**src/rtl/tac_pkg.sv**
```systemverilog
// Shared types and fixed widths for the touch affine calibration block.
`timescale 1ns / 1ps
package tac_pkg;

  localparam int COORD_BITS = 12;
  localparam int FRAC_BITS  = 16;

  // accumulator widths sized for up to 64 points
  localparam int CNT_W  = 7;
  localparam int SUM_W  = 18;
  localparam int SQ_W   = 30;

  localparam int SLOPE_W  = 32;
  localparam int OFFSET_W = 44;

  // shared multiplier
  localparam int MUL_W  = 33;
  localparam int PROD_W = 2 * MUL_W;

  // divider
  localparam int NUM_W  = 50;
  localparam int DEN_W  = 37;
  localparam int REM_W  = DEN_W + 1;
  localparam int QW     = OFFSET_W + 1;
  localparam int DIV_W  = NUM_W + FRAC_BITS;
  localparam int DCNT_W = $clog2(DIV_W + 1);

  localparam logic [QW:0] CAP_WIDE =
    {{(QW + 1 - OFFSET_W){1'b0}}, 1'b1, {(OFFSET_W - 1){1'b0}}};
  localparam logic [QW:0] CAP_NARROW =
    {{(QW + 1 - SLOPE_W){1'b0}}, 1'b1, {(SLOPE_W - 1){1'b0}}};

  localparam int CFG_IDX_W = 1;
  localparam logic [CFG_IDX_W-1:0] CFG_LOW  = 1'b0;
  localparam logic [CFG_IDX_W-1:0] CFG_HIGH = 1'b1;

  localparam logic [1:0] OP_ADD   = 2'd0;
  localparam logic [1:0] OP_SOLVE = 2'd1;
  localparam logic [1:0] OP_MAP   = 2'd2;
  localparam logic [1:0] OP_CLEAR = 2'd3;

  localparam logic [1:0] ST_OK     = 2'd0;
  localparam logic [1:0] ST_FEW    = 2'd1;
  localparam logic [1:0] ST_SPREAD = 2'd2;
  localparam logic [1:0] ST_FULL   = 2'd3;

  typedef struct packed {
    logic [1:0]            operation;
    logic [COORD_BITS-1:0] raw_x;
    logic [COORD_BITS-1:0] raw_y;
    logic [COORD_BITS-1:0] target_x;
    logic [COORD_BITS-1:0] target_y;
  } tac_item_t;

  typedef struct packed {
    logic [COORD_BITS-1:0] mapped_x;
    logic [COORD_BITS-1:0] mapped_y;
    logic [1:0]            status;
    logic                  calibrated;
  } tac_result_t;

endpackage

```
**src/rtl/tac_div.sv**
```systemverilog
// Bit-serial signed scaled divider with half-away rounding and saturation.
`timescale 1ns / 1ps
module tac_div import tac_pkg::*; (
  input  logic                       clk,
  input  logic                       rst,
  input  logic                       start,
  input  logic signed [NUM_W-1:0]    num,
  input  logic [DEN_W-1:0]           den,
  input  logic                       wide,
  output logic                       done,
  output logic signed [OFFSET_W-1:0] quot
);

  typedef enum logic [1:0] {D_IDLE, D_RUN, D_ROUND} div_state_t;

  div_state_t        state;
  logic [DCNT_W-1:0] cnt;
  logic [DIV_W-1:0]  dvd;
  logic [REM_W-1:0]  rem;
  logic [QW-1:0]     q;
  logic              ovf;
  logic              neg;
  logic              wide_r;
  logic [DEN_W-1:0]  den_r;

  logic [NUM_W-1:0] mag;
  logic [REM_W-1:0] rem_sh;
  logic             ge;
  logic [REM_W-1:0] rem_next;
  logic             rnd;
  logic [QW:0]      qr;
  logic [QW:0]      cap;
  logic             sat;
  logic [QW:0]      m;
  logic [QW:0]      resv;

  assign mag      = num[NUM_W-1] ? NUM_W'(-num) : NUM_W'(num);
  assign rem_sh   = {rem[REM_W-2:0], dvd[DIV_W-1]};
  assign ge       = rem_sh >= REM_W'(den_r);
  assign rem_next = ge ? rem_sh - REM_W'(den_r) : rem_sh;

  assign rnd  = {rem, 1'b0} >= (REM_W + 1)'(den_r);
  assign qr   = (QW + 1)'(q) + (QW + 1)'(rnd);
  assign cap  = wide_r ? CAP_WIDE : CAP_NARROW;
  assign sat  = ovf || (qr > cap);
  assign m    = sat ? cap : qr;
  assign resv = neg ? -m : ((m == cap) ? cap - 1'b1 : m);

  always_ff @(posedge clk) begin
    if (rst) begin
      state <= D_IDLE;
      cnt   <= '0;
      done  <= 1'b0;
    end else begin
      done <= (state == D_ROUND);
      unique case (state)
        D_IDLE: begin
          if (start) begin
            neg    <= num[NUM_W-1];
            dvd    <= {mag, {FRAC_BITS{1'b0}}};
            rem    <= '0;
            q      <= '0;
            ovf    <= 1'b0;
            wide_r <= wide;
            den_r  <= den;
            cnt    <= DCNT_W'(DIV_W);
            state  <= D_RUN;
          end
        end
        D_RUN: begin
          rem <= rem_next;
          q   <= {q[QW-2:0], ge};
          ovf <= ovf | q[QW-1];
          dvd <= {dvd[DIV_W-2:0], 1'b0};
          cnt <= cnt - 1'b1;
          if (cnt == DCNT_W'(1)) state <= D_ROUND;
        end
        D_ROUND: begin
          quot  <= resv[OFFSET_W-1:0];
          state <= D_IDLE;
        end
        default: state <= D_IDLE;
      endcase
    end
  end

endmodule

```
**src/rtl/touch_affine_calibration.sv**
```systemverilog
// Top level: least-squares touch calibration with a shared multiplier and divider.
//
//  channel  | ports                          | handshake
//  ---------+--------------------------------+----------------------------------
//  command  | start, busy, cmd               | transfer when start && !busy
//  result   | done, result                   | one-cycle strobe, no back-pressure
//  config   | cfg_valid, cfg_ready, cfg_index, cfg_data | transfer when valid && ready
//
// A full solve runs the bit-serial divider (one bit a cycle) twice per axis, for the
// slope and then the offset. One 33x33 multiplier is time-shared by add, solve and map.
// Reset is synchronous; it restores identity, clears sums and restores default limits.
// busy is high while an item is in work; the receiver cannot stall results.
`timescale 1ns / 1ps
module touch_affine_calibration import tac_pkg::*; #(
  parameter int MAX_POINTS = 32
) (
  input  logic                  clk,
  input  logic                  rst,
  input  logic                  start,
  output logic                  busy,
  input  tac_item_t             cmd,
  output logic                  done,
  output tac_result_t           result,
  input  logic                  cfg_valid,
  output logic                  cfg_ready,
  input  logic [CFG_IDX_W-1:0]  cfg_index,
  input  logic [COORD_BITS-1:0] cfg_data
);

  typedef enum logic [4:0] {
    S_IDLE, S_ADD0, S_ADD1, S_ADD2, S_ADD3, S_ADD4,
    S_SV_M0, S_SV_M1, S_SV_D, S_SV_M2, S_SV_M3, S_SV_M4, S_SV_M5, S_SV_M6,
    S_SV_W1, S_SV_W2, S_MAP0, S_MAP1, S_MAP2, S_MAP3, S_FIN
  } state_t;

  localparam logic signed [SLOPE_W-1:0] SLOPE_ONE = SLOPE_W'(1) << FRAC_BITS;
  localparam logic [PROD_W-1:0] HALF = PROD_W'(1) << (FRAC_BITS - 1);

  state_t state;
  logic   ax;
  tac_item_t item;

  logic [COORD_BITS-1:0] coord_low;
  logic [COORD_BITS-1:0] coord_high;

  logic [CNT_W-1:0] point_count;
  logic [SUM_W-1:0] raw_sum_x, target_sum_x, raw_sum_y, target_sum_y;
  logic [SQ_W-1:0]  raw_square_sum_x, cross_sum_x, raw_square_sum_y, cross_sum_y;

  logic signed [SLOPE_W-1:0]  slope_x, slope_y, fit_slope, tmp_slope;
  logic signed [OFFSET_W-1:0] offset_x, offset_y, tmp_offset;
  logic                       cal_valid;

  logic signed [MUL_W-1:0]  mul_a, mul_b;
  logic signed [PROD_W-1:0] prod, t1, vr, diff;
  logic [DEN_W-1:0]         den_r;
  logic signed [NUM_W-1:0]  num_a, num_b;

  logic [COORD_BITS-1:0] mx, my;
  logic [1:0]            status_r;

  logic [SUM_W-1:0] cur_sx, cur_sy;
  logic [SQ_W-1:0]  cur_sxx, cur_sxy;

  logic                       div_start, div_wide, div_done;
  logic signed [NUM_W-1:0]    div_num;
  logic signed [OFFSET_W-1:0] div_quot;

  function automatic logic signed [MUL_W-1:0] ext_u(input logic [SQ_W-1:0] v);
    ext_u = $signed(MUL_W'(v));
  endfunction

  function automatic logic [COORD_BITS-1:0] clamp_v(
    input logic signed [PROD_W-1:0] v,
    input logic [COORD_BITS-1:0]    lo,
    input logic [COORD_BITS-1:0]    hi
  );
    if (v < $signed(PROD_W'(lo)))      clamp_v = lo;
    else if (v > $signed(PROD_W'(hi))) clamp_v = hi;
    else                               clamp_v = v[COORD_BITS-1:0];
  endfunction

  function automatic logic signed [PROD_W-1:0] round_q(input logic signed [PROD_W-1:0] v);
    logic [PROD_W-1:0] mg;
    mg = v[PROD_W-1] ? PROD_W'(-v) : PROD_W'(v);
    mg = (mg + HALF) >> FRAC_BITS;
    round_q = v[PROD_W-1] ? -$signed(mg) : $signed(mg);
  endfunction

  assign busy      = (state != S_IDLE);
  assign cfg_ready = 1'b1;

  assign cur_sx  = ax ? raw_sum_y : raw_sum_x;
  assign cur_sy  = ax ? target_sum_y : target_sum_x;
  assign cur_sxx = ax ? raw_square_sum_y : raw_square_sum_x;
  assign cur_sxy = ax ? cross_sum_y : cross_sum_x;
  assign diff    = t1 - prod;

  assign div_start = (state == S_SV_M6) || ((state == S_SV_W1) && div_done);
  assign div_wide  = (state == S_SV_W1);
  assign div_num   = (state == S_SV_M6) ? num_a : num_b;

  always_comb begin
    mul_a = '0;
    mul_b = '0;
    case (state)
      S_ADD0:  begin mul_a = ext_u(SQ_W'(item.raw_x)); mul_b = ext_u(SQ_W'(item.raw_x)); end
      S_ADD1:  begin mul_a = ext_u(SQ_W'(item.raw_x)); mul_b = ext_u(SQ_W'(item.target_x)); end
      S_ADD2:  begin mul_a = ext_u(SQ_W'(item.raw_y)); mul_b = ext_u(SQ_W'(item.raw_y)); end
      S_ADD3:  begin mul_a = ext_u(SQ_W'(item.raw_y)); mul_b = ext_u(SQ_W'(item.target_y)); end
      S_SV_M0: begin mul_a = ext_u(SQ_W'(point_count)); mul_b = ext_u(cur_sxx); end
      S_SV_M1: begin mul_a = ext_u(SQ_W'(cur_sx)); mul_b = ext_u(SQ_W'(cur_sx)); end
      S_SV_M2: begin mul_a = ext_u(SQ_W'(point_count)); mul_b = ext_u(cur_sxy); end
      S_SV_M3: begin mul_a = ext_u(SQ_W'(cur_sx)); mul_b = ext_u(SQ_W'(cur_sy)); end
      S_SV_M4: begin mul_a = ext_u(SQ_W'(cur_sy)); mul_b = ext_u(cur_sxx); end
      S_SV_M5: begin mul_a = ext_u(SQ_W'(cur_sx)); mul_b = ext_u(cur_sxy); end
      S_MAP0:  begin mul_a = MUL_W'(slope_x); mul_b = ext_u(SQ_W'(item.raw_x)); end
      S_MAP1:  begin mul_a = MUL_W'(slope_y); mul_b = ext_u(SQ_W'(item.raw_y)); end
      default: begin mul_a = '0; mul_b = '0; end
    endcase
  end

  always_ff @(posedge clk) begin
    prod <= mul_a * mul_b;
  end

  tac_div u_div (
    .clk   (clk),
    .rst   (rst),
    .start (div_start),
    .num   (div_num),
    .den   (den_r),
    .wide  (div_wide),
    .done  (div_done),
    .quot  (div_quot)
  );

  always_ff @(posedge clk) begin
    if (rst) begin
      done             <= 1'b0;
      state            <= S_IDLE;
      ax               <= 1'b0;
      coord_low        <= '0;
      coord_high       <= '1;
      point_count      <= '0;
      raw_sum_x        <= '0;
      target_sum_x     <= '0;
      raw_square_sum_x <= '0;
      cross_sum_x      <= '0;
      raw_sum_y        <= '0;
      target_sum_y     <= '0;
      raw_square_sum_y <= '0;
      cross_sum_y      <= '0;
      slope_x          <= SLOPE_ONE;
      slope_y          <= SLOPE_ONE;
      offset_x         <= '0;
      offset_y         <= '0;
      cal_valid        <= 1'b0;
    end else begin
      done <= (state == S_FIN);

      if (cfg_valid && cfg_ready) begin
        unique case (cfg_index)
          CFG_LOW:  coord_low  <= cfg_data;
          CFG_HIGH: coord_high <= cfg_data;
          default:  coord_low  <= coord_low;
        endcase
      end

      unique case (state)
        S_IDLE: begin
          if (start) begin
            item     <= cmd;
            mx       <= '0;
            my       <= '0;
            ax       <= 1'b0;
            unique case (cmd.operation)
              OP_ADD: begin
                if (point_count >= CNT_W'(MAX_POINTS)) begin
                  status_r <= ST_FULL;
                  state    <= S_FIN;
                end else begin
                  status_r <= ST_OK;
                  state    <= S_ADD0;
                end
              end
              OP_SOLVE: begin
                slope_x   <= SLOPE_ONE;
                slope_y   <= SLOPE_ONE;
                offset_x  <= '0;
                offset_y  <= '0;
                cal_valid <= 1'b0;
                if (point_count < CNT_W'(2)) begin
                  status_r <= ST_FEW;
                  state    <= S_FIN;
                end else begin
                  status_r <= ST_OK;
                  state    <= S_SV_M0;
                end
              end
              OP_MAP: begin
                status_r <= ST_OK;
                state    <= S_MAP0;
              end
              OP_CLEAR: begin
                slope_x   <= SLOPE_ONE;
                slope_y   <= SLOPE_ONE;
                offset_x  <= '0;
                offset_y  <= '0;
                cal_valid <= 1'b0;
                status_r  <= ST_OK;
                state     <= S_FIN;
              end
              default: begin
                status_r <= ST_OK;
                state    <= S_FIN;
              end
            endcase
          end
        end
        S_ADD0: begin
          point_count  <= point_count + 1'b1;
          raw_sum_x    <= raw_sum_x + SUM_W'(item.raw_x);
          target_sum_x <= target_sum_x + SUM_W'(item.target_x);
          raw_sum_y    <= raw_sum_y + SUM_W'(item.raw_y);
          target_sum_y <= target_sum_y + SUM_W'(item.target_y);
          state        <= S_ADD1;
        end
        S_ADD1: begin
          raw_square_sum_x <= raw_square_sum_x + prod[SQ_W-1:0];
          state            <= S_ADD2;
        end
        S_ADD2: begin
          cross_sum_x <= cross_sum_x + prod[SQ_W-1:0];
          state       <= S_ADD3;
        end
        S_ADD3: begin
          raw_square_sum_y <= raw_square_sum_y + prod[SQ_W-1:0];
          state            <= S_ADD4;
        end
        S_ADD4: begin
          cross_sum_y <= cross_sum_y + prod[SQ_W-1:0];
          state       <= S_FIN;
        end
        S_SV_M0: state <= S_SV_M1;
        S_SV_M1: begin
          t1    <= prod;
          state <= S_SV_D;
        end
        S_SV_D: begin
          // denominator must be strictly positive on this axis
          if (diff[PROD_W-1] || (diff == '0)) begin
            status_r <= ST_SPREAD;
            state    <= S_FIN;
          end else begin
            den_r <= diff[DEN_W-1:0];
            state <= S_SV_M2;
          end
        end
        S_SV_M2: state <= S_SV_M3;
        S_SV_M3: begin
          t1    <= prod;
          state <= S_SV_M4;
        end
        S_SV_M4: begin
          num_a <= diff[NUM_W-1:0];
          state <= S_SV_M5;
        end
        S_SV_M5: begin
          t1    <= prod;
          state <= S_SV_M6;
        end
        S_SV_M6: begin
          num_b <= diff[NUM_W-1:0];
          state <= S_SV_W1;
        end
        S_SV_W1: begin
          if (div_done) begin
            fit_slope <= div_quot[SLOPE_W-1:0];
            state     <= S_SV_W2;
          end
        end
        S_SV_W2: begin
          if (div_done) begin
            if (!ax) begin
              // hold the x fit until the y axis also succeeds
              tmp_slope  <= fit_slope;
              tmp_offset <= div_quot;
              ax         <= 1'b1;
              state      <= S_SV_M0;
            end else begin
              slope_x   <= tmp_slope;
              offset_x  <= tmp_offset;
              slope_y   <= fit_slope;
              offset_y  <= div_quot;
              cal_valid <= 1'b1;
              state     <= S_FIN;
            end
          end
        end
        S_MAP0: state <= S_MAP1;
        S_MAP1: begin
          vr    <= prod + PROD_W'(offset_x);
          state <= S_MAP2;
        end
        S_MAP2: begin
          mx    <= cal_valid ? clamp_v(round_q(vr), coord_low, coord_high)
                             : clamp_v($signed(PROD_W'(item.raw_x)), coord_low, coord_high);
          vr    <= prod + PROD_W'(offset_y);
          state <= S_MAP3;
        end
        S_MAP3: begin
          my    <= cal_valid ? clamp_v(round_q(vr), coord_low, coord_high)
                             : clamp_v($signed(PROD_W'(item.raw_y)), coord_low, coord_high);
          state <= S_FIN;
        end
        S_FIN: begin
          if (item.operation == OP_SOLVE) begin
            point_count      <= '0;
            raw_sum_x        <= '0;
            target_sum_x     <= '0;
            raw_square_sum_x <= '0;
            cross_sum_x      <= '0;
            raw_sum_y        <= '0;
            target_sum_y     <= '0;
            raw_square_sum_y <= '0;
            cross_sum_y      <= '0;
          end
          result.mapped_x   <= mx;
          result.mapped_y   <= my;
          result.status     <= status_r;
          result.calibrated <= cal_valid;
          state             <= S_IDLE;
        end
        default: state <= S_IDLE;
      endcase
    end
  end

`ifndef SYNTHESIS
  a_accept_busy: assert property (@(posedge clk) disable iff (rst)
    start && !busy |=> busy)
    else $error("accepted item did not start work");

  a_done_single: assert property (@(posedge clk) disable iff (rst)
    done |=> !done)
    else $error("result strobe lasted more than one cycle");

  a_few_uncal: assert property (@(posedge clk) disable iff (rst)
    done && (result.status == ST_FEW) |-> !result.calibrated)
    else $error("failed solve left a calibrated transform");

  a_count_cap: assert property (@(posedge clk) disable iff (rst)
    point_count <= CNT_W'(MAX_POINTS))
    else $error("point count passed its cap");
`endif

endmodule
```
**config.mk**
```make
export PLATFORM = sky130hd
export DESIGN_NAME = touch_affine_calibration
export DESIGN_NICKNAME = d
export VERILOG_FILES = /design/src/rtl/tac_pkg.sv /design/src/rtl/tac_div.sv /design/src/rtl/touch_affine_calibration.sv
export SDC_FILE = /design/constraint.sdc
export NUM_CORES = 2
export LEC_CHECK = 0
export ABC_AREA = 1
export BUFFER_PORTS_ARGS = -buffer_cell sky130_fd_sc_hd__buf_2
export CORE_ASPECT_RATIO = 1.5
export CORE_MARGIN = 2
export CORE_UTILIZATION = 40
export CTS_BUF_LIST = sky130_fd_sc_hd__clkbuf_4 sky130_fd_sc_hd__clkbuf_8
export CTS_CLUSTER_SIZE = 30
export DETAILED_ROUTE_END_ITERATION = 10
export GPL_ROUTABILITY_DRIVEN = 1
export SETUP_SLACK_MARGIN = 0.1
export SLEW_MARGIN = 20
export SYNTH_ARGS = -nofsm -noshare
export SYNTH_HDL_FRONTEND = slang
export SYNTH_SLANG_ARGS = --single-unit
```
**constraint.sdc**
```tcl
create_clock -name clk -period 19 [get_ports clk]
set_input_delay 2.85 -clock clk [delete_from_list [all_inputs] [get_ports clk]]
set_output_delay 2.85 -clock clk [all_outputs]
set_load 0.03 [all_outputs]
```
### After elaboration in Yosys (flattened, before gate mapping)

Cells that the tools add are included.
W data, S select, Z words.

| cells by class | value |
|---|---|
| muxes and demuxes | 91 |
| reductions and logical operators | 58 |
| equal/unequal tests | 37 |
| bitwise logic cells | 5 |
| order comparisons | 11 |
| add/sub/neg operators | 21 |
| multipliers | 1 |

Operator list:

| operator | number |
|---|---|
| $mux W44 | 9 |
| $pmux W66 S2 | 2 |
| $pmux W30 S2 | 4 |
| $pmux W30 S8 | 1 |
| $pmux W33 S7 | 1 |
| $mux W66 | 3 |
| $mux W32 | 6 |
| $pmux W44 S2 | 2 |
| $pmux W18 S2 | 4 |
| $add A66 B44 Y66 | 2 |
| $pmux W32 S2 | 2 |
| $add A30 B30 Y30 | 4 |
| $mux W12 | 9 |
| $mux W50 | 2 |
| $pmux W5 S19 | 1 |
| $mux W30 | 3 |
| $pmux W45 S2 | 1 |
| $mux W38 | 2 |
| $pmux W38 S2 | 1 |
| $add A18 B12 Y18 | 4 |
| $add A66 B16 Y66 const B | 1 |
| $gt A66 B13 Y1 | 1 |
| $logic_not A66 Y1 | 1 |
| $lt A66 B13 Y1 | 1 |
| 56 further kinds | 157 |

| word-level totals | value |
|---|---|
| logic and storage cells | 275 |
| register bits | 1172 |

### Depth between registers and ports, before layout

| depth | value |
|---|---|
| depth after elaboration | 10 |
| gate-level depth with buffers | 50 |

### Modules after synthesis

From an unflattened synthesis, not the netlist that was laid out.

| unflattened totals | value |
|---|---|
| cell total of the unflattened synthesis | 13129 |
| area total of the unflattened synthesis | 105237.2 µm² |

By module, submodules not included:

| module | cells an instance | area each (µm²) | instances |
|---|---|---|---|
| touch_affine_calibration | 11085 | 89309.4 | 1 |
| tac_div | 2044 | 15927.8 | 1 |

### Worst setup path after synthesis

No wires, ideal clock.

| path | value |
|---|---|
| path kind | input to register |
| start | input rst |
| end | register u_div.dvd[16], enable pin |
| arrival | 8844 ps |
| path slack | 9527 ps |
| path buffers | 2 |
| setup time | 629 ps |
| stages | 3 |
| path through | clkbuf_1 -> clkbuf_1 -> nor2_1 |

| between the ends | value |
|---|---|
| longest elaborated chain between the ends | 2 |

RTL lines:

| what | line | RTL |
|---|---|---|
| from (decl) | touch_affine_calibration.sv:18 | `input logic rst,` |
| $not A1 Y1 (no line) | n/a |  |
| $reduce_and A3 Y1 (no line) | n/a |  |
| to (signal assigned) | tac_div.sv:60 | `dvd <= {mag, {FRAC_BITS{1'b0}}};` |
| to (signal assigned) | tac_div.sv:74 | `dvd <= {dvd[DIV_W-2:0], 1'b0};` |
| to (decl) | tac_div.sv:18 | `logic [DIV_W-1:0] dvd;` |

Every way passes these cells.
A chain may end at the register's enable or synchronous reset.

### Worst setup path after layout

| path | value |
|---|---|
| start | register state[4] |
| end | register prod[58] |

| between the ends | value |
|---|---|
| longest elaborated chain between the ends | 4 |
| elaborated cells between the ends (all ways) | 23 |
| those cells by class | mul (1); eq/ne (12); mux (2); reduce/logical (8) |

RTL lines:

| what | line | RTL |
|---|---|---|
| from (decl) | touch_affine_calibration.sv:39 | `state_t state;` |
| from (signal assigned) | touch_affine_calibration.sv:141 | `state <= S_IDLE;` |
| from (signal assigned) | touch_affine_calibration.sv:181 | `state <= S_FIN;` |
| from (signal assigned) | touch_affine_calibration.sv:184 | `state <= S_ADD0;` |
| $eq A5 B4 Y1 (tied with other cells) | touch_affine_calibration.sv:106 | `case (state)` |
| $reduce_or A3 Y1 (no line) / $reduce_or A2 Y1 (equally long branches) | n/a |  |
| $pmux W33 S7 / $pmux W30 S8 (equally long branches) | touch_affine_calibration.sv:106 |  |
| $mul A33 B31 Y64 (*) | touch_affine_calibration.sv:124 | `prod <= mul_a * mul_b;` |
| to (signal assigned) | touch_affine_calibration.sv:124 |  |
| to (decl) | touch_affine_calibration.sv:55 | `logic signed [PROD_W-1:0] prod, t1, vr, diff;` |

Mark *: on every way between the ends. The rest lies on a longest branch, timed or not.

==> reports/metrics.cfg <==
[logic_synthesis]
avgSynthCellArea_um2=8.06
yosysWarnings=0
synth_cell_types=79
synthAdderAreaFrac_pct=26.9
ys.flop_type=edfxtp_1
synth_edf_count=695
syn_area_mm2=0.105
ys_async_sr_fraction_pct=0
synth_top_family_by_area=adder cells
synth-simple-area-share_pct=20.3
synthCells=13000
yosys_register_bits=1152
synth-xor-area-share_pct=2.97
seq_area_frac_synth_pct=28.7
synth-compound-area-share_pct=11.0
synthMuxAreaShare_pct=0.403

[detailed_routing]
drt_iter0_markers=6088
drc_errors=0
vias=86900
drt_wl_total_um=339000
vias_per_cell=5.14
wl_per_cell_um=20.1
drt_first_pass_iters=9
final_antenna_net_count=0

[run]
maxCapViolCount=0

[cts]
cts_buffer_depth=4
cts_buffers=184
tritoncts=done
cts-root-buf=clkbuf_8
cts_max_level=4
cts_setup_buffers=0
ctsHoldBuffers=0
cts.clk_slew.worst_paths_ps=70
cts_resized=0
clkLatencyLatePin_ps=950
cts.sinks=1152

[timing]
hold_viol_final=0
fmax_mhz=83.4
relSlewSlack_pct=14.9
fin_worst_skew_ps=95.6
worst_slew_pin_slew_ps=1270
rsz0062_at_grt=false
holdWs_ps=410
tns_ps=0
final-setup-viol-count=0
drv_slew=0
fin_crit_sh_pct=63.1
fin_crit_ps=11990

[die]
die_x_um=421
rows=229
die_y_um=630
coreArea_mm2=0.260
start_util_pct=40.3
dieArea_mm2=0.265
ioPinCount=97

[setup_path]
slowest_delay_ps=820
crit_top_cell=fa_1
cp_data_arrival_time_ps=12790
crit_path_end_kind=register
cpMaxStageDelayCell=clkinv_1
startpoint_type=register
worstSetupPathType=reg2reg
required_ps=19800
critPathMaxFanout=36

[layout]
fillCellCount=26400
area_delta_synth_final_pct=9.27
multi_input_area_mm2=0.0655
layout_commonest_cell=nand2_1
drive_gt1_share_pct=6.66
final_cell_mix=nand2_1, inv_1, nor2_1, a21oi_1, fa_1
regArea_mm2=0.0300
final_net_count=15000

[place]
post-dp-hpwl_um=275000
place_congestion=1.01
io_buffers=95

[power]
ir_drop_mv=0.450
p_total_uw=17600
p_leak_uw=0.0525
power_density_mw_per_mm2=154

[min_path]
hold_path_class=reg2reg

[global_routing]
grt_max_degree=171
grt_overflow=0
grt_pass1_vias=87400
antenna_found_initial=18
grt_pass1_wl_um=514000
grt_usage_pct=25.3

[run_status]
run_status=finished, final reports clean

[power by group]
| group | internal [uW] | switching, uW | total [uW] |
|---|---|---|---|
| logic | 4200 | 7620 | 11800 |
| clock network | 1360 | 1070 | 2430 |
| registers | 3020 | 275 | 3290 |
| total | 8590 | 8960 | 17600 |
[cell type report]
type / count / share of cell area [%]
tap: 3465 / 3.80
multi-input combinational: 9410 / 57.4
clock inverter: 79 / 0.803
timing repair buffer: 222 / 1.28
sequential: 1152 / 26.3
clock buffer: 247 / 2.79
inverter: 2322 / 7.64
antenna: 5 / 0.0110
[final timing paths]
check / cells past startpoint / startpoint / slack [ps] / endpoint
hold reg to reg: 0 / den_r[31] / 410 / u_div.den_r[31]
setup / recovery: 39 / state[4] / 7010 / prod[58]
hold / removal: 0 / den_r[31] / 410 / u_div.den_r[31]
setup reg to reg: 39 / state[4] / 7010 / prod[58]
[synth_stat cells (47+ instances only)]
cell type	count	area, um^2
dfxtp_1	457	9150
o21ai_0	576	2880
nand3_1	386	1930
xnor2_1	98	858
nand4_1	90	563
a21oi_1	1039	5200
xor2_1	256	2240
a31oi_1	71	444
o211ai_1	68	510
nor3_1	85	425
edfxtp_1	695	20900
nand2_2	66	413
nor2_2	60	375
clkbuf_1	279	1050
ha_1	594	7430
inv_1	2254	8460
nor2_1	1222	4590
or2_2	56	350
nor4_1	47	294
fa_1	1032	20700
nand2_1	2871	10800
[critical path: cells and delay by family (launching register included)]
kind,cells,cell delay [ps]
AO/OA/AOI/OAI,11,3000
flip-flops,1,410
adder cells (fa/ha/maj),9,4210
buffers and inverters,9,1770
AND/OR/NAND/NOR,9,2300
XOR/XNOR,1,160
[registers in the layout, indices dropped and copies added, names as in the netlist, 38 cells and up]
| name | cells |
|---|---|
| num_b | 50 |
| u_div.q | 45 |
| u_div.dvd | 50 |
| prod | 64 |
| num_a | 50 |
| item | 50 |
| vr | 66 |
| tmp_offset | 44 |
| u_div.rem | 38 |
| t1 | 64 |
| offset_x | 44 |
| offset_y | 44 |
| u_div.quot | 44 |
[per-layer routing]
metal / wire [um] / track usage [%]
met5: 0 / 0
met4: 30800 / 19.3
met3: 14700 / 2.55
met2: 175000 / 46.4
met1: 119000 / 26.5
[per-stage QoR]
stage          setup slack [ps]  utilization [%]  cells  cell area [um^2]
5_1_grt                    6450             44.0  16900            114000
3_3_place_gp               7160             42.4  16600            110000
6_report                   7010             44.0  16900            114000
3_5_place_dp               7170             42.4  16600            110000
2_1_floorplan              9530                -  13200            106000
4_1_cts                    7140             44.0  16900            114000
[kinds of logic after synthesis]
kind of cell | after synthesis
AO/OA/AOI/OAI | 2079
multiplexers | 41
XOR/XNOR | 354
adder cells (fa/ha/maj) | 1626
buffers and inverters | 2672
other | 2
AND/OR/NAND/NOR | 5039
flip-flops | 1152
Note: power is estimated with default switching activity, not from simulation.
